`src/rtl/core/ede_pkg.sv`:
```
// Package of the edit distance engine: field widths, action codes and word types.
// No dependencies; ede_cell, the engine core and the checker refer to it by scoped names.
package ede_pkg;

    localparam int SYM_W  = 8;
    localparam int ACT_W  = 2;
    localparam int DIST_W = 6;

    localparam logic [ACT_W-1:0] ACT_APPEND_FIRST  = 2'd0;
    localparam logic [ACT_W-1:0] ACT_APPEND_SECOND = 2'd1;
    localparam logic [ACT_W-1:0] ACT_COMPUTE       = 2'd2;

    // Largest distance the result field can carry; larger values saturate.
    localparam logic [DIST_W-1:0] DIST_MAX = 6'd63;

    typedef struct packed {
        logic [ACT_W-1:0] action;
        logic [SYM_W-1:0] symbol;
    } t_cmd_word;

    typedef struct packed {
        logic [DIST_W-1:0] distance;
        logic              overflow;
    } t_res_word;

endpackage

```
`src/rtl/core/ede_stream_if.sv`:
```
// Valid/ready stream interface carrying one word of a type chosen per instance.
// Depends on nothing; the word types used with it live in ede_pkg.
interface ede_stream_if #(
    parameter type T = logic
);
    logic valid;
    logic ready;
    T     data;

    modport source (output valid, output data, input ready);
    modport sink   (input valid, input data, output ready);
endinterface

```
`src/rtl/core/ede_ram.sv`:
```
// Simple dual-port synchronous RAM: one write port, one read port with registered data.
// No package dependencies; used for both strings and the cost row.
module ede_ram #(
    parameter int  DEPTH = 32,
    parameter int  W     = 8,
    localparam int AW    = (DEPTH > 1) ? $clog2(DEPTH) : 1
) (
    input  logic          i_clk,
    input  logic          i_we,
    input  logic [AW-1:0] i_waddr,
    input  logic [W-1:0]  i_wdata,
    input  logic          i_re,
    input  logic [AW-1:0] i_raddr,
    output logic [W-1:0]  o_rdata
);
    logic [W-1:0] r_mem [DEPTH];
    logic [W-1:0] r_rdata;

    // Read data holds while no read is issued.
    always_ff @(posedge i_clk) begin
        if (i_we) begin
            r_mem[i_waddr] <= i_wdata;
        end
        if (i_re) begin
            r_rdata <= r_mem[i_raddr];
        end
    end

    assign o_rdata = r_rdata;
endmodule

```
`src/rtl/core/ede_cell.sv`:
```
// One cell of the edit distance recurrence: minimum of insert, delete and substitute.
// Uses ede_pkg for the symbol width.
module ede_cell #(
    parameter int W = 6
) (
    input  logic [W-1:0]              i_up,
    input  logic [W-1:0]              i_left,
    input  logic [W-1:0]              i_diag,
    input  logic [ede_pkg::SYM_W-1:0] i_sym_a,
    input  logic [ede_pkg::SYM_W-1:0] i_sym_b,
    output logic [W-1:0]              o_cost
);
    // One extra bit so that a cost plus one never wraps.
    logic [W:0] up_c;
    logic [W:0] left_c;
    logic [W:0] sub_c;
    logic [W:0] min_ul;
    logic [W:0] min_all;

    always_comb begin
        up_c    = {1'b0, i_up} + (W+1)'(1);
        left_c  = {1'b0, i_left} + (W+1)'(1);
        sub_c   = {1'b0, i_diag} + (W+1)'(i_sym_a != i_sym_b);
        min_ul  = (up_c < left_c) ? up_c : left_c;
        min_all = (min_ul < sub_c) ? min_ul : sub_c;
    end

    // The minimum never exceeds the longer string length, so it fits in W bits.
    assign o_cost = min_all[W-1:0];
endmodule

```
`src/rtl/core/edit_distance_engine_core.sv`:
```
// Edit distance engine: Levenshtein distance between two byte strings.
// Channels: i_cmd takes command words (action, symbol); o_res gives result
// words (distance, overflow). A word moves when valid and ready are both high.
// Appending a symbol to either string leaves i_cmd ready, so the next word can be
// accepted on the following cycle. A symbol past MAX_LEN is dropped and marks
// the pair as overflowed. An unused action code is accepted and ignored.
// A compute word walks the rows of the first string and then loads the result;
// when either string is empty the walk is skipped and the result loads directly.
// The cost row sits in one RAM with one read and one write port, so the walk
// runs one cell per cycle, with a row start step before each row of the first string.
// i_cmd.ready is low during the whole walk. The result lands in an output
// register; while the receiver stalls it holds, and appends for the next pair
// are still accepted. A finished walk waits for that register to free up.
// After the result is loaded both lengths and the overflow mark are cleared.
// Synchronous active-low reset empties both strings, clears the overflow mark
// and drops any pending result; the RAM contents are not cleared.
// Depends on ede_pkg, ede_stream_if, ede_ram and ede_cell.
module edit_distance_engine_core #(
    parameter int MAX_LEN = 32
) (
    input  logic         i_clk,
    input  logic         i_rst_n,
    ede_stream_if.sink   i_cmd,
    ede_stream_if.source o_res
);
    localparam int LEN_W = $clog2(MAX_LEN + 1);
    localparam int IDX_W = (MAX_LEN > 1) ? $clog2(MAX_LEN) : 1;
    localparam int CMP_W = (LEN_W > ede_pkg::DIST_W) ? LEN_W : ede_pkg::DIST_W;

    localparam logic [LEN_W-1:0] LEN_MAX = LEN_W'(MAX_LEN);
    localparam logic [LEN_W-1:0] LEN_ONE = LEN_W'(1);

    // Sequencer states.
    localparam logic [1:0] S_IDLE = 2'd0;
    localparam logic [1:0] S_ROW  = 2'd1;
    localparam logic [1:0] S_CELL = 2'd2;
    localparam logic [1:0] S_FIN  = 2'd3;

    ede_pkg::t_cmd_word cmd;
    logic               cmd_fire;

    // Control registers.
    logic [1:0]       r_state, n_state;
    logic [LEN_W-1:0] r_len1, n_len1;
    logic [LEN_W-1:0] r_len2, n_len2;
    logic             r_drop, n_drop;
    logic             r_out_valid, n_out_valid;

    // Walk and payload registers.
    logic [LEN_W-1:0]   r_a, n_a;
    logic [LEN_W-1:0]   r_b, n_b;
    logic [LEN_W-1:0]   r_diag, n_diag;
    logic [LEN_W-1:0]   r_left, n_left;
    logic [LEN_W-1:0]   r_res, n_res;
    ede_pkg::t_res_word r_out, n_out;

    // Memory ports.
    logic                      s1_we, s1_re;
    logic                      s2_we, s2_re;
    logic                      row_we, row_re;
    logic [IDX_W-1:0]          s1_raddr, s2_raddr, row_raddr, row_waddr;
    logic [ede_pkg::SYM_W-1:0] s1_rdata, s2_rdata;
    logic [LEN_W-1:0]          row_rdata;

    logic [LEN_W-1:0] a_m1;
    logic [LEN_W-1:0] b_m1;
    logic [LEN_W-1:0] up;
    logic [LEN_W-1:0] cell_cost;
    logic [CMP_W-1:0] res_wide;
    logic             res_sat;

    assign cmd           = i_cmd.data;
    assign i_cmd.ready   = (r_state == S_IDLE);
    assign cmd_fire      = i_cmd.valid && i_cmd.ready;
    assign o_res.valid   = r_out_valid;
    assign o_res.data    = r_out;

    assign a_m1      = r_a - LEN_ONE;
    assign b_m1      = r_b - LEN_ONE;
    assign row_waddr = b_m1[IDX_W-1:0];

    // Column zero of the row is never stored: its old value is a-1 and its new
    // value is a. On the first row the value from above is simply b.
    assign up = (r_a == LEN_ONE) ? r_b : row_rdata;

    assign res_wide = CMP_W'(r_res);
    assign res_sat  = (res_wide > CMP_W'(ede_pkg::DIST_MAX));

    ede_ram #(
        .DEPTH (MAX_LEN),
        .W     (ede_pkg::SYM_W)
    ) u_first_str (
        .i_clk   (i_clk),
        .i_we    (s1_we),
        .i_waddr (r_len1[IDX_W-1:0]),
        .i_wdata (cmd.symbol),
        .i_re    (s1_re),
        .i_raddr (s1_raddr),
        .o_rdata (s1_rdata)
    );

    ede_ram #(
        .DEPTH (MAX_LEN),
        .W     (ede_pkg::SYM_W)
    ) u_second_str (
        .i_clk   (i_clk),
        .i_we    (s2_we),
        .i_waddr (r_len2[IDX_W-1:0]),
        .i_wdata (cmd.symbol),
        .i_re    (s2_re),
        .i_raddr (s2_raddr),
        .o_rdata (s2_rdata)
    );

    // Cost row, entry b-1 holds column b. Within a row the cell writes column b
    // while reading column b+1, so the two never collide. The first read of a row
    // is issued in the row start state, after the last write of the row before.
    ede_ram #(
        .DEPTH (MAX_LEN),
        .W     (LEN_W)
    ) u_cost_row (
        .i_clk   (i_clk),
        .i_we    (row_we),
        .i_waddr (row_waddr),
        .i_wdata (cell_cost),
        .i_re    (row_re),
        .i_raddr (row_raddr),
        .o_rdata (row_rdata)
    );

    ede_cell #(
        .W (LEN_W)
    ) u_cell (
        .i_up    (up),
        .i_left  (r_left),
        .i_diag  (r_diag),
        .i_sym_a (s1_rdata),
        .i_sym_b (s2_rdata),
        .o_cost  (cell_cost)
    );

    always_comb begin
        n_state     = r_state;
        n_len1      = r_len1;
        n_len2      = r_len2;
        n_drop      = r_drop;
        n_out_valid = r_out_valid;
        n_a         = r_a;
        n_b         = r_b;
        n_diag      = r_diag;
        n_left      = r_left;
        n_res       = r_res;
        n_out       = r_out;
        s1_we       = 1'b0;
        s2_we       = 1'b0;
        s1_re       = 1'b0;
        s2_re       = 1'b0;
        row_we      = 1'b0;
        row_re      = 1'b0;
        s1_raddr    = a_m1[IDX_W-1:0];
        s2_raddr    = '0;
        row_raddr   = '0;

        if (o_res.valid && o_res.ready) begin
            n_out_valid = 1'b0;
        end

        case (r_state)
            S_IDLE: begin
                if (cmd_fire) begin
                    case (cmd.action)
                        ede_pkg::ACT_APPEND_FIRST: begin
                            if (r_len1 < LEN_MAX) begin
                                s1_we  = 1'b1;
                                n_len1 = r_len1 + LEN_ONE;
                            end else begin
                                n_drop = 1'b1;
                            end
                        end
                        ede_pkg::ACT_APPEND_SECOND: begin
                            if (r_len2 < LEN_MAX) begin
                                s2_we  = 1'b1;
                                n_len2 = r_len2 + LEN_ONE;
                            end else begin
                                n_drop = 1'b1;
                            end
                        end
                        ede_pkg::ACT_COMPUTE: begin
                            if ((r_len1 == '0) || (r_len2 == '0)) begin
                                // With one string empty the distance is the other length.
                                n_res   = r_len1 | r_len2;
                                n_state = S_FIN;
                            end else begin
                                n_a     = LEN_ONE;
                                n_state = S_ROW;
                            end
                        end
                        default: begin
                        end
                    endcase
                end
            end
            S_ROW: begin
                // Fetch this row's symbol of the first string and column one.
                s1_re   = 1'b1;
                s2_re   = 1'b1;
                row_re  = 1'b1;
                n_diag  = a_m1;
                n_left  = r_a;
                n_b     = LEN_ONE;
                n_state = S_CELL;
            end
            S_CELL: begin
                row_we = 1'b1;
                n_diag = up;
                n_left = cell_cost;
                if (r_b == r_len2) begin
                    if (r_a == r_len1) begin
                        n_res   = cell_cost;
                        n_state = S_FIN;
                    end else begin
                        n_a     = r_a + LEN_ONE;
                        n_state = S_ROW;
                    end
                end else begin
                    s2_re     = 1'b1;
                    row_re    = 1'b1;
                    s2_raddr  = r_b[IDX_W-1:0];
                    row_raddr = r_b[IDX_W-1:0];
                    n_b       = r_b + LEN_ONE;
                end
            end
            S_FIN: begin
                if (!r_out_valid || o_res.ready) begin
                    n_out_valid    = 1'b1;
                    n_out.distance = res_sat ? ede_pkg::DIST_MAX
                                             : res_wide[ede_pkg::DIST_W-1:0];
                    n_out.overflow = r_drop || res_sat;
                    n_len1         = '0;
                    n_len2         = '0;
                    n_drop         = 1'b0;
                    n_state        = S_IDLE;
                end
            end
            default: begin
                n_state = S_IDLE;
            end
        endcase
    end

    always_ff @(posedge i_clk) begin
        if (!i_rst_n) begin
            r_state     <= S_IDLE;
            r_len1      <= '0;
            r_len2      <= '0;
            r_drop      <= 1'b0;
            r_out_valid <= 1'b0;
        end else begin
            r_state     <= n_state;
            r_len1      <= n_len1;
            r_len2      <= n_len2;
            r_drop      <= n_drop;
            r_out_valid <= n_out_valid;
        end
    end

    always_ff @(posedge i_clk) begin
        r_a    <= n_a;
        r_b    <= n_b;
        r_diag <= n_diag;
        r_left <= n_left;
        r_res  <= n_res;
        r_out  <= n_out;
    end
endmodule

```
`src/flat_wrapper.sv`:
```
// flat-port wrapper written by rule: the top's interface ports become plain ports
module edit_distance_engine_core_flat 
#(
    parameter int MAX_LEN = 32
)
  (i_clk, i_rst_n, i_cmd_valid, i_cmd_data, i_cmd_ready, o_res_valid, o_res_data, o_res_ready);
  ede_stream_if i_cmd_i ();
  ede_stream_if o_res_i ();
  input  logic i_clk;
  input  logic i_rst_n;
  input wire logic [$bits(i_cmd_i.valid)-1:0] i_cmd_valid;
  input wire logic [$bits(i_cmd_i.data)-1:0] i_cmd_data;
  output wire logic [$bits(i_cmd_i.ready)-1:0] i_cmd_ready;
  output wire logic [$bits(o_res_i.valid)-1:0] o_res_valid;
  output wire logic [$bits(o_res_i.data)-1:0] o_res_data;
  input wire logic [$bits(o_res_i.ready)-1:0] o_res_ready;
  assign i_cmd_i.valid = i_cmd_valid;
  assign i_cmd_i.data = i_cmd_data;
  assign i_cmd_ready = i_cmd_i.ready;
  assign o_res_valid = o_res_i.valid;
  assign o_res_data = o_res_i.data;
  assign o_res_i.ready = o_res_ready;
  edit_distance_engine_core #(.MAX_LEN(MAX_LEN)) u_core (.i_clk(i_clk), .i_rst_n(i_rst_n), .i_cmd(i_cmd_i), .o_res(o_res_i));
endmodule
```
`config.mk`:
```
export PLATFORM = sky130hd
export DESIGN_NAME = edit_distance_engine_core_flat
export DESIGN_NICKNAME = d
export VERILOG_FILES = /design/src/rtl/core/ede_pkg.sv /design/src/rtl/core/ede_stream_if.sv /design/src/rtl/core/ede_ram.sv /design/src/rtl/core/ede_cell.sv /design/src/rtl/core/edit_distance_engine_core.sv /design/src/flat_wrapper.sv
export SDC_FILE = /design/constraint.sdc
export NUM_CORES = 1
export LEC_CHECK = 0
export BUFFER_PORTS_ARGS = -buffer_cell sky130_fd_sc_hd__buf_2
export CORE_ASPECT_RATIO = 1.4
export CORE_MARGIN = 3
export CORE_UTILIZATION = 30
export DETAILED_ROUTE_END_ITERATION = 8
export GPL_ROUTABILITY_DRIVEN = 0
export PLACE_DENSITY = 0.58
export SYNTH_ARGS = -nofsm -noshare
export SYNTH_HDL_FRONTEND = slang
export SYNTH_SLANG_ARGS = --single-unit
```
`constraint.sdc`:
```
create_clock -name i_clk -period 1.9 [get_ports i_clk]
set_input_delay 0 -clock i_clk [delete_from_list [all_inputs] [get_ports i_clk]]
set_output_delay 0 -clock i_clk [all_outputs]
set_load 0.05 [all_outputs]
```
Word level (Yosys, flattened, before mapping). Memory sizes are Yosys's and may differ from the RTL's. A register that Yosys moved wholly into a read port is not among the register bits. Cells that the tools add are included.

Register bits after elaboration: 57. RAM bits: 224. Input port bits: 5. Logic and storage cells: 91. Memories: 2.

Add/sub/neg operators: 8. $lt $le $gt $ge: 4. Eq/ne operators: 12. Muxes and demuxes: 35. Bitwise operators: 2. Reduce and logical (&&, ||, !) cells: 16.

Memory list: u_core.u_cost_row.r_mem (words 32, width 6, read ports 1, clocked after memory_dff 1, write ports 1, line ede_ram.sv:16) `logic [W-1:0] r_mem [DEPTH];`; u_core.u_first_str.r_mem (words 32, width 1, read ports 1, clocked after memory_dff 1, write ports 1, line ede_ram.sv:16).

Operators with widths (number): $pmux 6 s2 (4); $mux 6 (6); $add 6x1->6 const B (3); $mux 1 (16); $add 6x1->7 const B (2); $lt 7x7->1 (2); $mux 5 (2); $reduce_and 3->1 (3); $ne 2x2->1 const B (4); $ne 8x8->1 (1); $reduce_and 4->1 (2); $add 6x1->7 (1); $mux 7 (1); $eq 6x1->1 const B (1); $eq 6x6->1 (1); $gt 6x6->1 const B (1); $logic_not 6->1 (1); $lt 6x6->1 const B (1); $mux 2 (3); $pmux 2 s3 (1); $sub 6x1->6 const B (1); $sub 5x1->5 const B (1); $eq 2x2->1 const B (2); $ne 2x1->1 const B (2); 9 further kinds (15).

Longest topological paths before layout. Gate-level depths: netlist (run 1).

Depth in word-level cells: 8. Mapped depth: 9. Depth with buffers taken out: 8.

Worst setup path after synthesis (run 1). OpenSTA, ideal clock, no wires.

Kind: reg-to-reg. From: reg u_core.r_state[0]. To: reg u_core.r_len1[3]. Arrival time: 1.976 ns. Setup slack: -0.206 ns. Stages on the path, launching flop included: 8. Period minus slack after synthesis: 2.106 ns. Cell sequence: dfxtp_1 -> inv_1 -> ha_1 -> a21boi_0 -> a211oi_1 -> and4_1 -> xnor2_1 -> nor2_1.

Cells in the longest elaborated chain, start to end: 4. Elaborated cells on any way between the ends: 9.

RTL lines: from (decl) (line edit_distance_engine_core.sv:43) `logic [1:0] r_state, n_state;`; from (signal assigned) (line edit_distance_engine_core.sv:259) `r_state <= n_state;`; $logic_not 2->1 * (line edit_distance_engine_core.sv:73) `assign i_cmd.ready = (r_state == S_IDLE);`; net i_cmd_ready (line flat_wrapper.sv:13) `output wire logic [$bits(i_cmd_i.ready)-1:0] i_cmd_ready;`; $logic_and 1x1->1 (line edit_distance_engine_core.sv:74) `assign cmd_fire = i_cmd.valid && i_cmd.ready;`; $ne 2x2->1 (no line); $reduce_and 4->1 (no line); to (signal assigned) (line edit_distance_engine_core.sv:260) `r_len1 <= n_len1;`; to (decl) (line edit_distance_engine_core.sv:44) `logic [LEN_W-1:0] r_len1, n_len1;`.

The timed path passes the listed nets; every way through them passes the cells marked *. A chain may end at the register's enable or synchronous reset.

Final worst setup path (run 1).
From: reg u_core.r_b[0]. To: reg u_core.r_a[1] (enable).

Cells in the longest elaborated chain, start to end: 2.

RTL lines: from (decl) (line edit_distance_engine_core.sv:51) `logic [LEN_W-1:0] r_b, n_b;`; from (signal assigned) (line edit_distance_engine_core.sv:269) `r_b <= n_b;`; $logic_not 6->1; $reduce_and 3->1 (no line); to (signal assigned) (line edit_distance_engine_core.sv:268) `r_a <= n_a;`; to (decl) (line edit_distance_engine_core.sv:50) `logic [LEN_W-1:0] r_a, n_a;`.

Every way passes these cells.

==> metrics.md, run 1 <==
| Metric | Value |
|---|---|
| Status | `complete, no violations` |
| Core outline area | `approximately 4100 sq um` |
| Initial Util | `32.3%` |
| Buf/Inv on CP | `1` |
| RR Endpoint | `u_core.r_a[1]` |
| Fraction of the mapped netlist area in adder cells | `9.47%` |
| Post-synthesis sequential area ratio | `between 40% and 50%` |
| Data arrival time of the critical path | `approximately 1800 ps` |
| RSZ-0062 raised after global routing | `true` |
| Port Buf Inserts | `6` |
| Dpl hpwl | `between 1.5 and 2 mm` |
| Post-CTS Hold Fix Bufs | `0` |
| WL met3 | `around 60 microns` |
| Total gr overflow | `0` |
| R2R depth | `6` |
| CP Capture Type | `register` |
| Mapped cell area | `approximately 1300 sq um` |
| Ant diodes | `0` |
| Root buf cell | `clkbuf_8` |
| Longest Clk Path Bufs | `2` |
| Max transition margin | `a little over two thirds` |
| Post-synth top area share | `just under 30%` |
| Clock latency on the worst-skew pair | `roughly 260 ps` |
| Fin crit period | `between 1500 and 2000 ps` |
| Area Overhead vs Synth | `15.7%` |
| DRC | `0` |
| Clock transition at path regs | `around 80 ps` |
| CP Cell Sequence | `inv_2, ha_1, or4b_4, nor2_4, nand2_2, nor2b_4` |
| GRT Total Usage | `a little under a tenth` |
| Mux cell area share after synthesis | `0.758%` |
| Crit. path cell count | `6` |
| Max-cap violation count | `0` |
| Worst setup path endpoint | `u_core.r_a[1]` |
| Met2 Wirelength | `about 1.2 mm` |
| CTS tree | `done` |
| Vias in the first global route | `937` |
| DR WL/cell | `between 10 and 15 microns` |
| DIE WIDTH | `a little over 60 microns` |
| WHS | `around 74 ps` |
| Antenna violations before repair | `0` |
| Distinct cell type count after synthesis | `34` |
| H-tree depth | `1` |
| Final setup viols | `0` |
| Worst path max stage delay | `480 ps` |
| Post-route antenna net violation count | `0` |
| Max VDD drop | `0.406 mV` |
| Fraction of layout cells with a size suffix above 1 | `23.8%` |
| Pwr/cell area | `between 500 and 600 nW/um^2` |
| CP max-delay cell | `or4b_4` |
| Least-Margin Pin Slew | `roughly 450 ps` |
| Path type of the worst min-delay path | `input port to register` |
| Main combinational cell family by area after synthesis | `simple AND/OR/NAND/NOR gates` |
| TNS Setup | `0 ps` |
| Die area | `~5200 sq um` |
| Family with the most delay on the worst path | `simple AND/OR/NAND/NOR gates` |
| Critical Path Source | `u_core.r_b[0]` |
| Via/cell ratio | `between 4 and 5` |
| Leakage | `about 0.64 nW` |
| Critical path fanouts, max | `7` |
| Reg-to-reg startpoint | `u_core.r_b[0]` |
| WL met1 | `957 microns` |
| Final WL | `approximately 2.2 mm` |
| Syn Area/Cell | `roughly 9.4 sq um` |
| Post-synth top area cell | `edfxtp_1` |
| Top Ports | `8` |
| Pre-Repair DR Iteration Count | `4` |
| Reg2Reg Setup Slack | `roughly 86 ps` |
| # clock sinks | `23` |
| Area contributors post-synth | `edfxtp_1 30%, dfxtp_1 15%, ha_1 9.5%` |
| Final nets | `around 160` |
| Top Layer Used | `met4` |
| Pre-CTS setup slack | `-116 ps` |
| # rows | `27` |
| Max Clk Rate | `approximately 0.55 GHz` |
| Syn Inst Count | `141` |
| Most frequent cells in the layout | `16 x nor2_1, 16 x buf_4, 13 x edfxtp_1` |
| Die Y-Extent | `84.5 microns` |
| Max-slew violation count | `0` |
| Total CTS buffers | `3` |
| XOR/XNOR Fraction of Synth Area | `a little over a tenth` |
| Fill cells | `about 410` |
| DP Area | `roughly 1400 sq um` |
| Overall via count from detail_route | `between 800 and 900` |
| First-pass GRT wire length | `3.77 mm` |
| Largest net degree at the start of global routing | `14` |
| Period Utilization, post-route | `a little over nine tenths` |
| Yosys warns | `0` |
| Compound-Gate Fraction of Synth Area | `under 10%` |
| Crit path required time | `around 1900 ps` |
| Fin. Hold Viols | `0` |
| Synth Area in Simple Gates | `~16%` |
| CP Launch Type | `register` |
| Final WS setup | `85.9 ps` |
| Worst Hold Depth | `3` |
| Drt initial violations | `10` |
| Net count after synthesis | `roughly 160` |
| Finished Cell Area | `approximately 1500 sq um` |
| Yosys reg bits | `23` |
| Setup CP Type | `register to register` |
| Worst Skew | `around 2.1 ps` |
==> worst min path at each step <==
stage | startpoint | to | slack [ps]
floorplan | i_rst_n | u_core.r_len1[0] | 190
global placement | o_res_ready | u_core.o_res.valid | 340
detailed placement | i_rst_n | u_core.r_len1[0] | 340
CTS | i_rst_n | u_core.r_len1[0] | 70
global route | i_rst_n | u_core.r_len1[0] | 80
finish | i_rst_n | u_core.r_len1[0] | 70
==> sequential cells by signal, indices dropped and copies added, names as in the netlist <==
register and cells:
u_core.r_a 6, u_core.o_res.valid 1, u_core.o_res.data 1, u_core.r_drop 1, u_core.r_b 6, u_core.r_len1 6, u_core.r_state 2
==> synth_stat cells, drive strengths merged <==
| library cell | instances |
|---|---|
| a21boi | 2 |
| nor3 | 2 |
| a21o | 1 |
| nor2 | 17 |
| a31oi | 2 |
| clkinv | 2 |
| nand3b | 1 |
| and2 | 1 |
| inv | 11 |
| or4b | 1 |
| o21a | 2 |
| dfxtp | 10 |
| nor2b | 3 |
| and3 | 1 |
| mux2i | 1 |
| xnor2 | 9 |
| a211oi | 2 |
| clkbuf | 11 |
| buf | 9 |
| nand2b | 2 |
| nor4 | 1 |
| edfxtp | 13 |
| and4 | 1 |
| xor2 | 7 |
| nand2 | 5 |
| nand3 | 6 |
| o21ai | 2 |
| a21oi | 5 |
| nand4 | 1 |
| ha | 10 |
==> layout make-up <==
class / instances / area [sq um] / area share (%)
flip-flops and latches: 23 / 591 / 38.6
well taps: 58 / 72.6 / 4.75
multi-input cells: 85 / 621 / 40.6
inverters: 13 / 48.8 / 3.19
clock buffers: 3 / 41.3 / 2.70
repair buffers: 22 / 150 / 9.82
clock inverters: 1 / 5.00 / 0.327
==> what timing repair did <==
| action | 4_1_cts | 5_1_grt |
|---|---|---|
| pin swaps | 0 | 2 |
| endpoints found under the setup margin | 13 | 16 |
| gates resized for setup | 2 | 7 |
| buffers inserted | 0 | 3 |
| endpoints found under the hold margin | 0 | 0 |
==> worst min-delay path, cell delays in order <==
cell and delay [ps]:
buf_2 80, inv_1 100, nor2_1 110
==> stage by stage <==
| stage | total power, mW | std cells | utilization [%] |
|---|---|---|---|
| 2_1_floorplan | 0.557 | 141 | - |
| 3_3_place_gp | 0.566 | 198 | 35.1 |
| 3_5_place_dp | 0.566 | 198 | 35.1 |
| 4_1_cts | 0.865 | 202 | 36.3 |
| 5_1_grt | 0.893 | 205 | 37.4 |
| 6_report | 0.859 | 205 | 37.4 |
==> cell families (layout without fill, tap and decap cells) <==
| logic type | Yosys count | after routing |
|---|---|---|
| buffers and inverters | 33 | 39 |
| XOR/XNOR | 16 | 16 |
| adder cells (fa/ha/maj) | 10 | 10 |
| flip-flops | 23 | 23 |
| AO/OA/AOI/OAI | 16 | 16 |
| AND/OR/NAND/NOR | 42 | 42 |
| multiplexers | 1 | 1 |
==> per-layer routing <==
metal | GRT usage [%] | vias to the layer above
met5 | 0 | -
met3 | 2.77 | 2
li1 | - | 458
met4 | 1.74 | 0
met2 | 16.3 | 6
met1 | 10.3 | 433
==> power breakdown <==
| part | switching (mW) | leakage [nW] | total (mW) | internal (mW) |
|---|---|---|---|---|
| logic | 0.0150 | 0.410 | 0.0316 | 0.0167 |
| registers | 0.00477 | 0.209 | 0.528 | 0.523 |
| clock network | 0.153 | 0.0255 | 0.299 | 0.146 |
| total | 0.173 | 0.644 | 0.859 | 0.686 |
Power figures use the tool's default switching activity.
==> inputs of run 2 (changes only) <==
- CORE_UTILIZATION: 30 -> 50
- PLACE_DENSITY: 0.58 -> 0.81
==> run 2 against run 1 <==
Against the previous run:
- non-clock buffer count decreased by 2
- largest cell class unchanged
- cell count decreased by 13%
- critical path type unchanged
- first-iteration DRC count increased by 120%
- clock power decreased by 25%
- hold slack got worse by 62 ps
- total power decreased by 9.2%
==> metrics.md, run 2 (same netlist as run 1, synthesis figures left out) <==
| Metric | Value |
|---|---|
| Pwr/cell area | `530 nW/um^2 (was 562 nW/um^2)` |
| Gr busiest metal | `met2 (unchanged)` |
| Fin crit period | `1870 ps (was 1810 ps)` |
| Path type of the worst min-delay path | `input port to register (unchanged)` |
| # rows | `21 (was 27)` |
| Clock latency on the worst-skew pair | `300 ps (was 260 ps)` |
| Setup CP Type | `register to register (unchanged)` |
| Max-cap violation count | `0 (unchanged)` |
| Area Overhead vs Synth | `11.4% (was 15.7%)` |
| First-pass GRT wire length | `3.43 mm (was 3.77 mm)` |
| Period Utilization, post-route | `98.2% (was 95.5%)` |
| Total gr overflow | `0 (unchanged)` |
| Initial Util | `54.1% (was 32.3%)` |
| Met1 Track Usage GR | `15.3% (was 10.3%)` |
| # clock sinks | `23 (unchanged)` |
| Via/cell ratio | `4.90 (was 4.39)` |
| Fill cells | `197 (was 413)` |
| Data arrival time of the critical path | `1870 ps (was 1770 ps)` |
| Least-Margin Pin Slew | `445 ps (was 447 ps)` |
| DR WL/cell | `11.7 microns (was 10.8 microns)` |
| Clock transition at path regs | `120 ps (was 80 ps)` |
| Die area | `3300 sq um (was 5250 sq um)` |
| Leading cell type in the layout, fill and taps excluded | `nor2_1` |
| CTS tree | `done (unchanged)` |
| Top Ports | `8 (unchanged)` |
| Total Power | `0.780 mW (was 0.859 mW)` |
| Crit path required time | `1910 ps (was 1860 ps)` |
| M3 GR Usage | `1.57% (was 2.77%)` |
| Drt initial violations | `22 (was 10)` |
| Max transition margin | `70.0% (was 70.1%)` |
| CP Capture Type | `register (unchanged)` |
| Vias in the first global route | `831 (was 937)` |
| Dpl hpwl | `1.55 mm (was 1.73 mm)` |
| Port Buf Inserts | `6 (unchanged)` |
| Max Clk Rate | `0.536 GHz (was 0.551 GHz)` |
| Antenna violations before repair | `0 (unchanged)` |
| Total CTS buffers | `3 (unchanged)` |
| Die Y-Extent | `66.8 microns (was 84.5 microns)` |
| DIE WIDTH | `49.4 microns (was 62.1 microns)` |
| Fraction of layout cells with a size suffix above 1 | `23.4% (was 23.8%)` |
| Final nets | `161 (was 163)` |
| Status | `complete, no violations (unchanged)` |
| Post-route antenna net violation count | `0 (unchanged)` |
| RSZ-0062 raised after global routing | `true (unchanged)` |
| GRT Total Usage | `13.3% (was 9.15%)` |
| Final setup viols | `0 (unchanged)` |
| Core outline area | `2440 sq um (was 4090 sq um)` |
| Root buf cell | `clkbuf_4 (was clkbuf_8)` |
| Met2 Use GR | `24.7% (was 16.3%)` |
| Largest registers | `u_core.r_a x6, u_core.r_b x6, u_core.r_len1 x6 (unchanged)` |
| Worst Skew | `1.96 ps (was 2.10 ps)` |
| Max-slew violation count | `0 (unchanged)` |
| Longest Clk Path Bufs | `2 (unchanged)` |
| DRC | `0 (unchanged)` |
| H-tree depth | `1 (unchanged)` |
| Overall via count from detail_route | `877 (was 899)` |
| Final WL | `2.09 mm (was 2.21 mm)` |
| Ant diodes | `0 (unchanged)` |
| CP Launch Type | `register (unchanged)` |
| Max VDD drop | `0.581 mV (was 0.406 mV)` |
| Most frequent cells in the layout | `16 x nor2_1, 14 x buf_4, 13 x edfxtp_1 (was 16 x nor2_1, 16 x buf_4, 13 x edfxtp_1)` |
| Fin. Hold Viols | `0 (unchanged)` |
| Area of the multi-input gates | `628 sq um (was 621 sq um)` |
| DP Area | `1400 sq um (was 1430 sq um)` |
| Largest net degree at the start of global routing | `13 (was 14)` |
| Finished Cell Area | `1470 sq um (was 1530 sq um)` |
| Leakage | `0.622 nW (was 0.644 nW)` |
| Post-CTS Hold Fix Bufs | `0 (unchanged)` |
| Critical path fanouts, max | `7 (unchanged)` |
| Pre-Repair DR Iteration Count | `4 (unchanged)` |
| Sequential Area | `591 sq um (unchanged)` |
==> run 2: changes by cell type in the layout (fill, tap and decap cells not counted), sizes merged <==
cell and change:
clkbuf +1, buf -2, clkinv -1
==> run 2: what timing repair did <==
item                                    CTS  global route
hold endpoints to repair                  0             0
resized for setup                         3             9
endpoints found under the setup margin   13            15
buffers inserted                          0             2
pin swaps                                 0             4
==> run 2: layout make-up <==
type                       count  share of cell area, %
sequential                    23                   40.1
clock buffer                   4                   1.79
inverter                      13                   3.32
timing repair buffer          20                   9.18
tap                           34                   2.89
multi-input combinational     85                   42.7
==> run 2: metrics by stage <==
step / util, % / std cells / setup TNS, ps / setup slack (ps) / hold slack [ps]
4_1_cts: 58.5 / 177 / 0 / 32.8 / 9.39
5_1_grt: 60.2 / 179 / -452 / -82.5 / 26.9
6_report: 60.2 / 179 / 0 / 33.7 / 12.5
3_3_place_gp: 57.1 / 173 / -183 / -30.6 / 319
3_5_place_dp: 57.1 / 173 / -1470 / -148 / 336
2_1_floorplan: - / 141 / -249 / -29.8 / 185
==> run 2: worst paths after layout <==
path                                     from                end  slack [ps]  cells after the start
worst max-delay path            u_core.r_b[1]      u_core.r_a[5]          30                      6
worst max register to register  u_core.r_b[1]      u_core.r_a[5]          30                      6
worst min-delay path                  i_rst_n      u_core.r_drop          10                      3
worst min register to register  u_core.r_drop  u_core.o_res.data         490                      0
==> run 2: routing by layer <==
| metal | wire (microns) | vias to the layer above | share of wire (%) |
|---|---|---|---|
| li1 | - | 457 | - |
| met1 | 947 | 408 | 45 |
| met2 | 1080 | 10 | 52 |
| met3 | 42 | 2 | 2.0 |
| met4 | 21 | 0 | 1.0 |
| met5 | 0 | - | 0 |
==> run 2: critical path, cell delays in order (launching register included) <==
cell	delay [ps]
edfxtp_1	440
inv_2	100
ha_4	120
or4b_4	470
nor2_4	130
nand2_2	80
nor2b_4	230
==> run 2: where the power goes <==
| group | switching, mW | internal [mW] |
|---|---|---|
| Combinational | 0.0136 | 0.0151 |
| Sequential | 0.00473 | 0.524 |
| Clock | 0.141 | 0.0817 |
| Total | 0.159 | 0.620 |
==> inputs of run 3 (changes only) <==
- CORE_UTILIZATION: 50 -> 45
- PLACE_DENSITY: 0.81 -> 0.75
==> run 3 against run 2 <==
Against the previous run:
- non-clock buffer count grew 4
- die area grew 9.9%
- sequential share of layout area shrank 0.93 points
- fmax shrank 0.64%
==> metrics.md, run 3 (same netlist as run 1, synthesis figures left out) <==
| Metric | Value |
|---|---|
| Status | `complete, no violations (unchanged)` |
| # rows | `22 (was 21)` |
| Critical Path Source | `u_core.r_b[1] (unchanged)` |
| Leakage | `0.643 nW (was 0.622 nW)` |
| Pre-CTS setup slack | `-155 ps (was -148 ps)` |
| Fin crit period | `1880 ps (was 1870 ps)` |
| Overall via count from detail_route | `890 (was 877)` |
| Total Power | `0.784 mW (was 0.780 mW)` |
| Flop pwr share | `67.4% (was 67.8%)` |
| Least-Margin Pin Slew | `472 ps (was 445 ps)` |
| DIE WIDTH | `51.8 microns (was 49.4 microns)` |
| Power share of the combinational group | `3.8% (was 3.7%)` |
| CP max-delay cell | `or4b_4 (unchanged)` |
| Clock power frac | `28.8% (was 28.6%)` |
| Vias in the first global route | `918 (was 831)` |
| Period Utilization, post-route | `98.9% (was 98.2%)` |
| Crit path required time | `1910 ps (about the same)` |
| Path type of the worst min-delay path | `input port to register (unchanged)` |
| Area Overhead vs Synth | `14.0% (was 11.4%)` |
| RR Endpoint | `u_core.r_a[2] (was u_core.r_a[5])` |
| Max-cap violation count | `0 (unchanged)` |
| Total gr overflow | `0 (unchanged)` |
| Max transition margin | `68.2% (was 70.0%)` |
| Data arrival time of the critical path | `1890 ps (was 1870 ps)` |
| Die area | `3630 sq um (was 3300 sq um)` |
| Most frequent cells in the layout | `18 x buf_4, 16 x nor2_1, 13 x edfxtp_1 (was 16 x nor2_1, 14 x buf_4, 13 x edfxtp_1)` |
| Final WL | `2.25 mm (was 2.09 mm)` |
| Setup CP Type | `register to register (unchanged)` |
| Root buf cell | `clkbuf_4 (unchanged)` |
| GRT Total Usage | `13.9% (was 13.3%)` |
| P_int | `0.621 mW (was 0.620 mW)` |
| Largest net degree at the start of global routing | `13 (unchanged)` |
| CTS tree | `done (unchanged)` |
| Final nets | `165 (was 161)` |
| NetSw | `0.163 mW (was 0.159 mW)` |
| Final WS setup | `21.7 ps (was 33.7 ps)` |
| Fraction of layout cells with a size suffix above 1 | `25.5% (was 23.4%)` |
| Antenna violations before repair | `0 (unchanged)` |
| Core outline area | `2730 sq um (was 2440 sq um)` |
| Port Buf Inserts | `6 (unchanged)` |
| Total CTS buffers | `3 (unchanged)` |
| DR WL/cell | `12.1 microns (was 11.7 microns)` |
| Reg-to-reg startpoint | `u_core.r_b[1] (unchanged)` |
| R2R depth | `6 (unchanged)` |
| Post-route antenna net violation count | `0 (unchanged)` |
| Post-layout util | `55.3% (was 60.2%)` |
| Die Y-Extent | `70.1 microns (was 66.8 microns)` |
| Placed cells | `175 (was 173)` |
| Dpl hpwl | `1.62 mm (was 1.55 mm)` |
| Ant diodes | `0 (unchanged)` |
| Clock transition at path regs | `130 ps (was 120 ps)` |
| CP Cell Sequence | `inv_2, ha_4, or4b_4, nor2_4, nand2_2, nor2b_4 (unchanged)` |
| Clock latency on the worst-skew pair | `310 ps (was 300 ps)` |
| Max VDD drop | `0.455 mV (was 0.581 mV)` |
| Leading cell type in the layout, fill and taps excluded | `buf_4 (was nor2_1)` |
| Worst Skew | `8.24 ps (was 1.96 ps)` |
| Post-CTS Hold Fix Bufs | `0 (unchanged)` |
| Pwr/cell area | `520 nW/um^2 (was 530 nW/um^2)` |
| Longest Clk Path Bufs | `2 (unchanged)` |
| Worst path max stage delay | `490 ps (was 470 ps)` |
| Final setup viols | `0 (unchanged)` |
| RSZ-0062 raised after global routing | `true (unchanged)` |
| Switching portion of total power | `20.8% (was 20.4%)` |
| First-pass GRT wire length | `3.86 mm (was 3.43 mm)` |
| DRC | `0 (unchanged)` |
| CP Capture Type | `register (unchanged)` |
| Max-slew violation count | `0 (unchanged)` |
| Via/cell ratio | `4.81 (was 4.90)` |
| # clock sinks | `23 (unchanged)` |
| H-tree depth | `1 (unchanged)` |
| Max Clk Rate | `0.532 GHz (was 0.536 GHz)` |
| Fin. Hold Viols | `0 (unchanged)` |
| Finished Layout Cells | `185 (was 179)` |
| Worst setup path endpoint | `u_core.r_a[2] (was u_core.r_a[5])` |
| Drt initial violations | `11 (was 22)` |
| Initial Util | `48.5% (was 54.1%)` |
| Top Ports | `8 (unchanged)` |
| Largest registers | `u_core.r_a x6, u_core.r_b x6, u_core.r_len1 x6 (unchanged)` |
| CP Launch Type | `register (unchanged)` |
| Pre-Repair DR Iteration Count | `4 (unchanged)` |
| Reg2Reg Setup Slack | `20 ps (was 30 ps)` |
| Critical path fanouts, max | `7 (unchanged)` |
-- run 3: worst max-delay path, delay by kind of cell, from the launching register on --
kind	cells	cell delay, ps
flip-flops	1	450
AND/OR/NAND/NOR	4	920
adder cells (fa/ha/maj)	1	120
buffers and inverters	1	100
-- run 3: timing repair --
item                                    in CTS  in global routing
gates resized for setup                      2                  9
setup buffers                                2                  4
pin swaps                                    0                  2
gates cloned                                 0                  0
hold endpoints to repair                     0                  0
endpoints found under the setup margin      13                 15
-- run 3: worst min path at each step --
stage                start                  to  slack [ps]  cells past startpoint
6_report       o_res_ready  u_core.o_res.valid          20                      4
3_3_place_gp       i_rst_n    u_core.r_len1[0]         330                      3
4_1_cts        o_res_ready  u_core.o_res.valid           7                      4
2_1_floorplan      i_rst_n    u_core.r_len1[0]         190                      2
3_5_place_dp       i_rst_n    u_core.r_len1[0]         350                      3
5_1_grt            i_rst_n    u_core.r_len1[0]          30                      3
-- run 3: area by class of cell --
type / count / area (sq um)
fillers: 226 / 1220
multi-input cells: 85 / 631
flip-flops and latches: 23 / 591
repair buffers: 24 / 165
inverters: 13 / 48.8
well taps: 36 / 45.0
clock buffers: 4 / 26.3
-- run 3: metrics by stage --
| stage | TNS (ps) | area (sq um) | hold WS (ps) |
|---|---|---|---|
| after floorplan | -249 | 1330 | 185 |
| after global placement | -310 | 1400 | 333 |
| after detailed placement | -1450 | 1400 | 345 |
| after CTS | 0 | 1450 | 6.71 |
| after global routing | -198 | 1510 | 30.6 |
| final | 0 | 1510 | 20.9 |
-- run 3: routing by layer --
layer	routed length, microns	global-route usage [%]	share of wire (%)	vias up
met5	0	0	0	-
met4	33	6.12	1.5	0
met3	48	2.56	2.1	4
met2	1190	22.9	53	8
met1	977	17.3	43	413
li1	-	-	-	465
-- run 3: power groups by stage --
stage               logic [mW]  registers (mW)  clock network (mW)
detailed placement      0.0274           0.540                   0
global route            0.0339           0.529               0.255
floorplan               0.0189           0.538                   0
CTS                     0.0285           0.529               0.236
global placement        0.0257           0.539                   0
finish                  0.0299           0.529               0.225
